$ cat src/rtl/core/ppid_pkg.sv
// Shared types, constants and the control store of the positional PID unit.
package ppid_pkg;

  localparam int SAMPLE_W  = 16;
  localparam int ERR_W     = SAMPLE_W + 1;
  localparam int SLOPE_W   = SAMPLE_W + 2;
  localparam int INT_W     = 24;
  localparam int GAIN_W    = 16;
  localparam int ALPHA_W   = 17;
  localparam int FS_W      = 34;
  localparam int HALF_W    = FS_W / 2;
  localparam int MA_W      = ALPHA_W + 1;
  localparam int MB_W      = INT_W;
  localparam int PROD_W    = MA_W + MB_W;
  localparam int ACC_W     = 52;
  localparam int RAW_W     = 34;
  localparam int GAIN_FRAC = 8;
  localparam int FS_FRAC   = 16;
  localparam int ADDR_W    = 5;
  localparam int CFG_W     = INT_W;

  localparam logic [ALPHA_W-1:0] ALPHA_ONE = ALPHA_W'(1) << FS_FRAC;

  typedef enum logic [2:0] {
    REG_GAIN_P    = 3'd0,
    REG_GAIN_I    = 3'd1,
    REG_GAIN_D    = 3'd2,
    REG_OUT_UPPER = 3'd3,
    REG_OUT_LOWER = 3'd4,
    REG_SUM_UPPER = 3'd5,
    REG_SUM_LOWER = 3'd6,
    REG_ALPHA     = 3'd7
  } reg_idx_t;

  typedef enum logic [2:0] {
    FN_PID   = 3'd0,
    FN_PD    = 3'd1,
    FN_AW    = 3'd2,
    FN_FILT  = 3'd3,
    FN_RESET = 3'd4
  } func_t;

  typedef struct packed {
    logic signed [GAIN_W-1:0]   gain_p;
    logic signed [GAIN_W-1:0]   gain_i;
    logic signed [GAIN_W-1:0]   gain_d;
    logic signed [SAMPLE_W-1:0] out_upper;
    logic signed [SAMPLE_W-1:0] out_lower;
    logic signed [INT_W-1:0]    sum_upper;
    logic signed [INT_W-1:0]    sum_lower;
    logic [ALPHA_W-1:0]         alpha;
  } cfg_t;

  // multiplier operand pairs
  typedef enum logic [3:0] {
    MS_NONE, MS_PE, MS_II, MS_DS, MS_AH, MS_AL, MS_CS, MS_DH, MS_DL
  } mul_sel_t;

  typedef enum logic [2:0] {
    AC_HOLD, AC_LOAD, AC_LOADHI, AC_ADD, AC_SHADD
  } acc_op_t;

  typedef enum logic [1:0] {
    RW_HOLD, RW_CLR, RW_ADD_G, RW_ADD_F
  } raw_op_t;

  typedef enum logic [1:0] {
    IN_NONE, IN_PLAIN, IN_AW
  } int_op_t;

  typedef enum logic [1:0] {
    ST_NONE, ST_SAVE, ST_CLEAR
  } st_op_t;

  typedef enum logic [1:0] {
    JP_NEXT, JP_GO, JP_IF_NOT_AW
  } jmp_t;

  typedef struct packed {
    mul_sel_t            mul;
    acc_op_t             acc;
    raw_op_t             raw;
    int_op_t             intg;
    st_op_t              st;
    jmp_t                jmp;
    logic                fs_wr;
    logic                zero;
    logic                fin;
    logic [ADDR_W-1:0]   target;
  } ctl_t;

  localparam ctl_t CTL_NOP = '{mul: MS_NONE, acc: AC_HOLD, raw: RW_HOLD, intg: IN_NONE,
                               st: ST_NONE, jmp: JP_NEXT, fs_wr: 1'b0, zero: 1'b0,
                               fin: 1'b0, target: '0};

  // program entry points
  localparam logic [ADDR_W-1:0] UA_PID  = 5'd0;
  localparam logic [ADDR_W-1:0] UA_AW   = 5'd1;
  localparam logic [ADDR_W-1:0] UA_FIN  = 5'd8;
  localparam logic [ADDR_W-1:0] UA_PD   = 5'd9;
  localparam logic [ADDR_W-1:0] UA_FILT = 5'd13;
  localparam logic [ADDR_W-1:0] UA_RST  = 5'd22;
  localparam logic [ADDR_W-1:0] UA_NOP  = 5'd23;

  function automatic logic [ADDR_W-1:0] entry(input logic [2:0] f);
    logic [ADDR_W-1:0] a;
    case (f)
      FN_PID:   a = UA_PID;
      FN_PD:    a = UA_PD;
      FN_AW:    a = UA_AW;
      FN_FILT:  a = UA_FILT;
      FN_RESET: a = UA_RST;
      default:  a = UA_NOP;
    endcase
    return a;
  endfunction

  // Control store. A product is registered for the step after its mul field,
  // the accumulator for the step after that, the raw sum for the step after that.
  function automatic ctl_t ucode(input logic [ADDR_W-1:0] addr);
    ctl_t c;
    c = CTL_NOP;
    case (addr)
      UA_PID: c.intg = IN_PLAIN;
      UA_AW: begin
        c.mul = MS_PE;
        c.raw = RW_CLR;
      end
      UA_AW + 5'd1: begin
        c.mul = MS_II;
        c.acc = AC_LOAD;
      end
      UA_AW + 5'd2: begin
        c.mul = MS_DS;
        c.acc = AC_LOAD;
        c.raw = RW_ADD_G;
      end
      UA_AW + 5'd3: begin
        c.acc = AC_LOAD;
        c.raw = RW_ADD_G;
      end
      UA_AW + 5'd4: c.raw = RW_ADD_G;
      UA_AW + 5'd5: begin
        c.jmp    = JP_IF_NOT_AW;
        c.target = UA_FIN;
      end
      UA_AW + 5'd6: c.intg = IN_AW;
      UA_FIN: begin
        c.fin = 1'b1;
        c.st  = ST_SAVE;
      end
      UA_PD: begin
        c.mul = MS_PE;
        c.raw = RW_CLR;
      end
      UA_PD + 5'd1: begin
        c.mul = MS_DS;
        c.acc = AC_LOAD;
      end
      UA_PD + 5'd2: begin
        c.acc = AC_LOAD;
        c.raw = RW_ADD_G;
      end
      UA_PD + 5'd3: begin
        c.raw    = RW_ADD_G;
        c.jmp    = JP_GO;
        c.target = UA_FIN;
      end
      UA_FILT: begin
        c.intg = IN_PLAIN;
        c.mul  = MS_AH;
        c.raw  = RW_CLR;
      end
      UA_FILT + 5'd1: begin
        c.mul = MS_AL;
        c.acc = AC_LOADHI;
      end
      UA_FILT + 5'd2: begin
        c.mul = MS_CS;
        c.acc = AC_ADD;
      end
      UA_FILT + 5'd3: begin
        c.mul = MS_PE;
        c.acc = AC_SHADD;
      end
      UA_FILT + 5'd4: begin
        c.mul   = MS_II;
        c.acc   = AC_LOAD;
        c.fs_wr = 1'b1;
      end
      UA_FILT + 5'd5: begin
        c.mul = MS_DH;
        c.acc = AC_LOAD;
        c.raw = RW_ADD_G;
      end
      UA_FILT + 5'd6: begin
        c.mul = MS_DL;
        c.acc = AC_LOADHI;
        c.raw = RW_ADD_G;
      end
      UA_FILT + 5'd7: c.acc = AC_ADD;
      UA_FILT + 5'd8: begin
        c.raw    = RW_ADD_F;
        c.jmp    = JP_GO;
        c.target = UA_FIN;
      end
      UA_RST: begin
        c.fin  = 1'b1;
        c.zero = 1'b1;
        c.st   = ST_CLEAR;
      end
      UA_NOP: begin
        c.fin  = 1'b1;
        c.zero = 1'b1;
      end
      default: begin
        c.fin  = 1'b1;
        c.zero = 1'b1;
      end
    endcase
    return c;
  endfunction

endpackage

$ cat src/rtl/core/ppid_datapath.sv
// Datapath of the PID unit: shared multiplier, accumulator, integrator and state.
module ppid_datapath (
  input  logic                                 clk,
  input  logic                                 rst_n,
  input  ppid_pkg::cfg_t                       cfg,
  input  logic                                 ld,
  input  logic signed [ppid_pkg::SAMPLE_W-1:0] ld_setpoint,
  input  logic signed [ppid_pkg::SAMPLE_W-1:0] ld_measured,
  input  ppid_pkg::ctl_t                       ctl,
  output logic signed [ppid_pkg::SAMPLE_W-1:0] drive
);

  localparam int ERR_W  = ppid_pkg::ERR_W;
  localparam int SLP_W  = ppid_pkg::SLOPE_W;
  localparam int INT_W  = ppid_pkg::INT_W;
  localparam int FS_W   = ppid_pkg::FS_W;
  localparam int HALF_W = ppid_pkg::HALF_W;
  localparam int MA_W   = ppid_pkg::MA_W;
  localparam int MB_W   = ppid_pkg::MB_W;
  localparam int PROD_W = ppid_pkg::PROD_W;
  localparam int ACC_W  = ppid_pkg::ACC_W;
  localparam int RAW_W  = ppid_pkg::RAW_W;
  localparam int SW     = ppid_pkg::SAMPLE_W;
  localparam int GW     = ppid_pkg::GAIN_W;

  logic signed [ERR_W-1:0]  e_r, prev_r, e_ld;
  logic signed [SLP_W-1:0]  slope_r;
  logic signed [INT_W-1:0]  integ_r, integ_nxt;
  logic signed [FS_W-1:0]   fs_r;
  logic signed [PROD_W-1:0] prod_r, prod_nxt;
  logic signed [ACC_W-1:0]  acc_r, acc_nxt;
  logic signed [RAW_W-1:0]  raw_r, raw_nxt;

  logic [ppid_pkg::ALPHA_W-1:0] alpha_sat, alpha_inv;
  logic signed [MA_W-1:0]       ma;
  logic signed [MB_W-1:0]       mb;
  logic signed [HALF_W-1:0]     fs_hi;
  logic signed [HALF_W:0]       fs_lo;
  logic signed [INT_W:0]        isum;
  logic signed [ERR_W-1:0]      e_add;
  logic                         raw_hi, raw_lo, ei_pos, ei_neg, add_ok;

  assign e_ld      = ERR_W'(ld_setpoint) - ERR_W'(ld_measured);
  assign alpha_sat = (cfg.alpha > ppid_pkg::ALPHA_ONE) ? ppid_pkg::ALPHA_ONE : cfg.alpha;
  assign alpha_inv = ppid_pkg::ALPHA_ONE - alpha_sat;
  assign fs_hi     = fs_r[FS_W-1:HALF_W];
  assign fs_lo     = signed'({1'b0, fs_r[HALF_W-1:0]});

  always_comb begin
    ma = '0;
    mb = '0;
    case (ctl.mul)
      ppid_pkg::MS_PE: begin
        ma = MA_W'(cfg.gain_p);
        mb = MB_W'(e_r);
      end
      ppid_pkg::MS_II: begin
        ma = MA_W'(cfg.gain_i);
        mb = MB_W'(integ_r);
      end
      ppid_pkg::MS_DS: begin
        ma = MA_W'(cfg.gain_d);
        mb = MB_W'(slope_r);
      end
      ppid_pkg::MS_AH: begin
        ma = MA_W'(signed'({1'b0, alpha_sat}));
        mb = MB_W'(fs_hi);
      end
      ppid_pkg::MS_AL: begin
        ma = MA_W'(signed'({1'b0, alpha_sat}));
        mb = MB_W'(fs_lo);
      end
      ppid_pkg::MS_CS: begin
        ma = MA_W'(signed'({1'b0, alpha_inv}));
        mb = MB_W'(slope_r);
      end
      ppid_pkg::MS_DH: begin
        ma = MA_W'(cfg.gain_d);
        mb = MB_W'(fs_hi);
      end
      ppid_pkg::MS_DL: begin
        ma = MA_W'(cfg.gain_d);
        mb = MB_W'(fs_lo);
      end
      default: begin
        ma = '0;
        mb = '0;
      end
    endcase
  end

  assign prod_nxt = PROD_W'(ma) * PROD_W'(mb);

  always_comb begin
    case (ctl.acc)
      ppid_pkg::AC_LOAD:   acc_nxt = ACC_W'(prod_r);
      ppid_pkg::AC_LOADHI: acc_nxt = ACC_W'(prod_r) <<< HALF_W;
      ppid_pkg::AC_ADD:    acc_nxt = acc_r + ACC_W'(prod_r);
      ppid_pkg::AC_SHADD:  acc_nxt = (acc_r >>> ppid_pkg::FS_FRAC) + ACC_W'(prod_r);
      default:             acc_nxt = acc_r;
    endcase
  end

  always_comb begin
    case (ctl.raw)
      ppid_pkg::RW_CLR:   raw_nxt = '0;
      ppid_pkg::RW_ADD_G: raw_nxt = raw_r + RAW_W'(acc_r >>> ppid_pkg::GAIN_FRAC);
      ppid_pkg::RW_ADD_F:
        raw_nxt = raw_r + RAW_W'(acc_r >>> (ppid_pkg::FS_FRAC + ppid_pkg::GAIN_FRAC));
      default:            raw_nxt = raw_r;
    endcase
  end

  // saturation of the unclamped sum, shared by the output clamp and anti-windup
  assign raw_hi = raw_r > RAW_W'(cfg.out_upper);
  assign raw_lo = raw_r < RAW_W'(cfg.out_lower);

  // sign of e * gain_i without forming the product
  assign ei_pos = (e_r != '0) && (cfg.gain_i != '0) && (e_r[ERR_W-1] == cfg.gain_i[GW-1]);
  assign ei_neg = (e_r != '0) && (cfg.gain_i != '0) && (e_r[ERR_W-1] != cfg.gain_i[GW-1]);

  always_comb begin
    if (raw_hi)
      add_ok = !ei_pos;
    else if (raw_lo)
      add_ok = !ei_neg;
    else
      add_ok = 1'b1;
  end

  assign e_add = (ctl.intg == ppid_pkg::IN_PLAIN || add_ok) ? e_r : '0;
  assign isum  = (INT_W+1)'(integ_r) + (INT_W+1)'(e_add);

  always_comb begin
    if (isum > (INT_W+1)'(cfg.sum_upper))
      integ_nxt = cfg.sum_upper;
    else if (isum < (INT_W+1)'(cfg.sum_lower))
      integ_nxt = cfg.sum_lower;
    else
      integ_nxt = isum[INT_W-1:0];
  end

  always_comb begin
    if (ctl.zero)
      drive = '0;
    else if (raw_hi)
      drive = cfg.out_upper;
    else if (raw_lo)
      drive = cfg.out_lower;
    else
      drive = raw_r[SW-1:0];
  end

  always_ff @(posedge clk) begin
    if (ld) begin
      e_r     <= e_ld;
      slope_r <= SLP_W'(e_ld) - SLP_W'(prev_r);
    end
    if (ctl.mul != ppid_pkg::MS_NONE)
      prod_r <= prod_nxt;
    acc_r <= acc_nxt;
    raw_r <= raw_nxt;
  end

  always_ff @(posedge clk) begin
    if (!rst_n) begin
      prev_r  <= '0;
      integ_r <= '0;
      fs_r    <= '0;
    end else begin
      if (ctl.st == ppid_pkg::ST_CLEAR) begin
        prev_r  <= '0;
        integ_r <= '0;
      end else begin
        if (ctl.st == ppid_pkg::ST_SAVE)
          prev_r <= e_r;
        if (ctl.intg != ppid_pkg::IN_NONE)
          integ_r <= integ_nxt;
      end
      if (ctl.fs_wr)
        fs_r <= FS_W'(acc_r);
    end
  end

endmodule

$ cat src/rtl/core/positional_pid_multi_mode_unit.sv
// Top level of the positional PID unit: channels, configuration and microsequencer.
//
//  channel | dir | ports                            | transaction carries
//  --------+-----+----------------------------------+-------------------------------
//  in      | in  | in_tvalid/in_tready/in_tdata     | setpoint, measured; func in tuser
//  out     | out | out_tvalid/out_tready/out_tdata  | drive
//  cfg     | in  | cfg_valid/cfg_ready              | register index, write data
//
// One multiplier is shared by all gain and filter products, stepped by the control
// store; reset and unused selectors go straight to the final step, and an item is
// accepted only in the idle state. The next item is taken while the output
// register still holds a result; the final step waits only when that register is
// full and not drained. Reset (rst_n, synchronous) loads the register defaults and
// clears the error history, integral and filtered slope.
module positional_pid_multi_mode_unit (
  input  logic                               clk,
  input  logic                               rst_n,
  input  logic                               in_tvalid,
  output logic                               in_tready,
  input  logic [31:0]                        in_tdata,   // [15:0] setpoint, [31:16] measured
  input  logic [2:0]                         in_tuser,   // [2:0] func
  output logic                               out_tvalid,
  input  logic                               out_tready,
  output logic [15:0]                        out_tdata,  // [15:0] drive
  input  logic                               cfg_valid,
  output logic                               cfg_ready,
  input  logic [2:0]                         cfg_index,
  input  logic [ppid_pkg::CFG_W-1:0]         cfg_data
);

  typedef enum logic {S_IDLE, S_RUN} state_t;

  state_t                         state_r;
  logic [ppid_pkg::ADDR_W-1:0]    pc_r, pc_nxt;
  logic [2:0]                     func_r;
  logic                           out_tvalid_r;
  logic [15:0]                    out_tdata_r;
  ppid_pkg::cfg_t                 cfg_r;
  ppid_pkg::ctl_t                 ctl_rom, ctl;
  logic                           in_acc, out_free, run, take;
  logic signed [15:0]             drive;

  assign in_tready  = (state_r == S_IDLE);
  assign in_acc     = in_tvalid && in_tready;
  assign out_tvalid = out_tvalid_r;
  assign out_tdata  = out_tdata_r;
  assign cfg_ready  = 1'b1;

  assign ctl_rom  = ppid_pkg::ucode(pc_r);
  assign out_free = !out_tvalid_r || out_tready;
  assign run      = (state_r == S_RUN) && (!ctl_rom.fin || out_free);
  assign ctl      = run ? ctl_rom : ppid_pkg::CTL_NOP;

  always_comb begin
    case (ctl_rom.jmp)
      ppid_pkg::JP_GO:        take = 1'b1;
      ppid_pkg::JP_IF_NOT_AW: take = (func_r != ppid_pkg::FN_AW);
      default:                take = 1'b0;
    endcase
    pc_nxt = take ? ctl_rom.target : pc_r + 1'b1;
  end

  always_ff @(posedge clk) begin
    if (!rst_n) begin
      state_r      <= S_IDLE;
      pc_r         <= '0;
      func_r       <= '0;
      out_tvalid_r <= 1'b0;
      out_tdata_r  <= '0;
    end else begin
      // a new result may replace one that drains at the same edge
      if (run && ctl_rom.fin) begin
        out_tvalid_r <= 1'b1;
        out_tdata_r  <= drive;
      end else if (out_tvalid_r && out_tready) begin
        out_tvalid_r <= 1'b0;
      end
      case (state_r)
        S_IDLE: begin
          if (in_acc) begin
            state_r <= S_RUN;
            pc_r    <= ppid_pkg::entry(in_tuser);
            func_r  <= in_tuser;
          end
        end
        S_RUN: begin
          if (run) begin
            if (ctl_rom.fin)
              state_r <= S_IDLE;
            else
              pc_r <= pc_nxt;
          end
        end
        default: state_r <= S_IDLE;
      endcase
    end
  end

  always_ff @(posedge clk) begin
    if (!rst_n) begin
      cfg_r.gain_p    <= '0;
      cfg_r.gain_i    <= '0;
      cfg_r.gain_d    <= '0;
      cfg_r.out_upper <= 16'sh7FFF;
      cfg_r.out_lower <= 16'sh8000;
      cfg_r.sum_upper <= 24'sd1000;
      cfg_r.sum_lower <= -24'sd1000;
      cfg_r.alpha     <= '0;
    end else if (cfg_valid && cfg_ready) begin
      case (cfg_index)
        ppid_pkg::REG_GAIN_P:    cfg_r.gain_p    <= cfg_data[15:0];
        ppid_pkg::REG_GAIN_I:    cfg_r.gain_i    <= cfg_data[15:0];
        ppid_pkg::REG_GAIN_D:    cfg_r.gain_d    <= cfg_data[15:0];
        ppid_pkg::REG_OUT_UPPER: cfg_r.out_upper <= cfg_data[15:0];
        ppid_pkg::REG_OUT_LOWER: cfg_r.out_lower <= cfg_data[15:0];
        ppid_pkg::REG_SUM_UPPER: cfg_r.sum_upper <= cfg_data[23:0];
        ppid_pkg::REG_SUM_LOWER: cfg_r.sum_lower <= cfg_data[23:0];
        ppid_pkg::REG_ALPHA:     cfg_r.alpha     <= cfg_data[ppid_pkg::ALPHA_W-1:0];
        default: ;
      endcase
    end
  end

  ppid_datapath u_dp (
    .clk         (clk),
    .rst_n       (rst_n),
    .cfg         (cfg_r),
    .ld          (in_acc),
    .ld_setpoint (in_tdata[15:0]),
    .ld_measured (in_tdata[31:16]),
    .ctl         (ctl),
    .drive       (drive)
  );

endmodule

$ cat config.mk
export PLATFORM = sky130hd
export DESIGN_NAME = positional_pid_multi_mode_unit
export DESIGN_NICKNAME = d
export VERILOG_FILES = /design/src/rtl/core/ppid_pkg.sv /design/src/rtl/core/ppid_datapath.sv /design/src/rtl/core/positional_pid_multi_mode_unit.sv
export SDC_FILE = /design/constraint.sdc
export NUM_CORES = 2
export LEC_CHECK = 0
export BUFFER_PORTS_ARGS = -buffer_cell sky130_fd_sc_hd__buf_4
export CORE_ASPECT_RATIO = 1.1
export CORE_MARGIN = 2
export CORE_UTILIZATION = 59
export CTS_BUF_LIST = sky130_fd_sc_hd__clkbuf_8
export DETAILED_ROUTE_END_ITERATION = 7
export GPL_TIMING_DRIVEN = 0
export PLACE_DENSITY = 0.76
export SLEW_MARGIN = 20
export SYNTH_ARGS = -nofsm -noshare
export SYNTH_HDL_FRONTEND = slang
export SYNTH_SLANG_ARGS = --single-unit
$ cat constraint.sdc
create_clock -name clk -period 30.1 [get_ports clk]
set_input_delay 9.03 -clock clk [delete_from_list [all_inputs] [get_ports clk]]
set_output_delay 9.03 -clock clk [all_outputs]
set_load 0.01 [all_outputs]
==> run metrics <==
status complete, but fails checks; failing checks DRC; Layout fillers 6676; critical hold path startpoint u_dp.prev_r[5]; Hold Path End u_dp.prev_r[5]; Starting DRT DRC Count 3931; Root Buffer clkbuf_8; CP Class input pin to flip-flop; library cells used by synthesis 105; post-cts gate resize count 0; CTS Buf Count 74; Pwr Total 2.09 mW; DRC Markers 1; required time worst endpoint 30480 ps; HPWL Detailed 119 mm; final setup skew 79.5 ps; area share of xor/xnor cells in the synthesized design 0.0365; Worst Hold Class flip-flop to flip-flop; measured slew at the worst slew-check pin 1230 ps; cell count after synthesis 5362; simple-gate share of the synthesized area 0.155; CP most frequent cell fa_1; vias per inst 6.11; Pint 1.27 mW; Synth Area in Compound Gates 0.188; final hold vios 0; GRT Overall Usage 0.376; Worst-path clk slew 70 ps; Leakage 21.9 nW; core area 0.0763 mm^2; crit path time final 18700 ps; Top Ports 86; worst path arrival time 19080 ps; Setup crit start kind input pin; commonest non-fill, non-tap cell in the layout nand2_1; DRT Wirelength 147 mm; Synthesis Warnings 0; post-synthesis adder-cell area fraction 0.303; Post-DRT Antenna Nets 0; postcts setup bufs 0; chip height 295 um; RSZ-0062 raised after global routing no; DR WL/cell 22.3 um; antenna violations before repair 2; number of max-cap violations 0; Fin Setup TNS 0 ps; P per Cell Area 42.6 mW/mm^2; R2R cell count 37; # H-tree levels 3; synthesized area per cell 8.49 um^2; area of the multi-input gates 0.0320 mm^2; storage element area 0.00982 mm^2; Post-synth EDFFs 163; crit path max-delay cell type nor4_4; Post-synth ARST share 0; Top FF cell, synth dfxtp_1; Sw Share 0.394; CTS Sinks 409; crit end category flip-flop; largest family of logic cells by synthesized area adder cells; Comb pwr share 0.374; max-slew violation count 0; maximum VDD drop 37.4 uV; Port Buffers 64; Flop pwr share 0.333; grt ovf 0; Reg2Reg Capture Point u_dp.prod_r[41]; Cell Rows 106; post-synthesis mux area share 0.0182; total iterations of the first detailed-routing run 8; NumNets Final 6420; die width 269 um; vias in the first global route 39100; power share of the clock group 0.293; Starting Density 0.597; Clock Tree Buf Depth 3; #FFs+latches synth 409; die outline area 0.0794 mm^2; crit-path max FO 10; share of post-route cells with drive strength above 1 0.0686; R2R setup slack 18140 ps; FMAX 53.5 MHz; vias 40300; area added between synthesis and finish 7.94%; Max-slew headroom 0.173; hold buffers post-CTS 0; Final GP Congestion 0.991; most frequent cells in the layout nand2_1 (834), inv_1 (732), fa_1 (431); Hold Crit Depth 2; CTS tree built; syn nets 6272; fin crit share 0.621; slowest stage delay, CP 770 ps; first-pass GRT wire length 226 mm; largest net degree at the start of global routing 30; sw power 0.824 mW; Final Setup Violations 0; worst r2r src pc_r[3]; worst skew pair latency 730 ps; Netlist Area Pre-Place 0.0455 mm^2; sequential-to-total area share from yosys stat 0.216
metrics by stage:
step	area, um^2	worst slack [ps]	hold WS [ps]	utilization	std cells
2_1_floorplan	45500	13390	436	-	5362
3_3_place_gp	47300	11100	445	0.620	6452
3_5_place_dp	47500	10980	448	0.623	6460
4_1_cts	49100	11670	456	0.644	6593
5_1_grt	49200	11190	486	0.645	6594
6_report	49200	11400	458	0.645	6594
cell families (layout without fill, tap and decap cells):
logic type	count (synthesis)	in the layout
other	1	2
AO/OA/AOI/OAI	1266	1266
AND/OR/NAND/NOR	1611	1611
adder cells (fa/ha/maj)	843	843
XOR/XNOR	190	190
flip-flops	409	409
buffers and inverters	964	1169
multiplexers	78	78
state kept, by name, summed over array words and instances, names as in the netlist, 3 cells and up:
signal	cells
cfg_r	145
func_r	3
out_tdata	16
pc_r	5
u_dp.acc_r	52
u_dp.e_r	17
u_dp.fs_r	34
u_dp.integ_r	24
u_dp.prev_r	17
u_dp.prod_r	42
u_dp.raw_r	34
u_dp.slope_r	18
how the worst max path moves through the flow:
| stage | from | endpoint |
|---|---|---|
| floorplan | out_tready | u_dp.prod_r[41] |
| global placement | out_tready | u_dp.prod_r[41] |
| detailed placement | out_tready | u_dp.prod_r[41] |
| CTS | out_tready | u_dp.prod_r[41] |
| global route | out_tready | u_dp.prod_r[41] |
| finish | out_tready | u_dp.prod_r[41] |
layer usage:
metal / global-route usage / share of wire
met1: 0.482 / 0.39
met4: 0.218 / 0.068
met2: 0.599 / 0.45
met5: 0 / 0
met3: 0.0661 / 0.094
critical path, delay by kind of cell:
family                   cells  cell delay, ps
adder cells (fa/ha/maj)      7            3470
AND/OR/NAND/NOR              7            2270
buffers and inverters        8            1170
AO/OA/AOI/OAI               10            2580
XOR/XNOR                     1             510
Yosys cell counts (10+ instances only):
master / n / share of area
inv_1: 715 / 0.059
nand4_1: 40 / 0.0055
fa_1: 431 / 0.19
a221oi_1: 12 / 0.0023
xnor2_1: 113 / 0.022
ha_1: 412 / 0.11
nor4_1: 24 / 0.0033
o21a_1: 24 / 0.0040
a22oi_1: 75 / 0.012
nor3b_1: 10 / 0.0016
nor2b_1: 54 / 0.0074
clkbuf_2: 18 / 0.0020
a21oi_1: 283 / 0.031
dfxtp_1: 246 / 0.11
o21ai_0: 198 / 0.022
nand2b_1: 36 / 0.0049
o211ai_1: 79 / 0.013
a21o_1: 166 / 0.027
a31oi_1: 38 / 0.0052
nor3_1: 57 / 0.0063
xor2_1: 77 / 0.015
clkbuf_1: 146 / 0.012
and2_1: 24 / 0.0033
mux2_2: 33 / 0.0082
a211oi_1: 29 / 0.0048
buf_2: 67 / 0.0074
and3_1: 40 / 0.0055
o21ai_1: 12 / 0.0013
or3_1: 15 / 0.0021
nand2_1: 834 / 0.069
a222oi_1: 25 / 0.0055
buf_4: 11 / 0.0018
nor2_1: 334 / 0.028
mux2i_1: 44 / 0.0097
o21bai_1: 22 / 0.0036
a21boi_0: 169 / 0.028
nand3_1: 90 / 0.0099
edfxtp_1: 163 / 0.11
o31ai_1: 12 / 0.0020
power groups by stage:
| stage | Combinational (mW) | Clock (mW) | Sequential (mW) |
|---|---|---|---|
| floorplan | 0.569 | 0 | 0.666 |
| global placement | 0.743 | 0 | 0.706 |
| detailed placement | 0.760 | 0 | 0.703 |
| CTS | 0.766 | 0.615 | 0.692 |
| global route | 0.858 | 0.639 | 0.695 |
| finish | 0.783 | 0.613 | 0.696 |
layout make-up:
class,instances,share of cell area
clock buffers,87,0.0244
plain buffers,248,0.0223
flip-flops and latches,409,0.200
diodes,1,0.0000509
inverters,716,0.0547
multi-input cells,3989,0.651
clock inverters,46,0.00970
repair buffers,72,0.0125
well taps,1026,0.0261
Power figures use the tool's default switching activity.
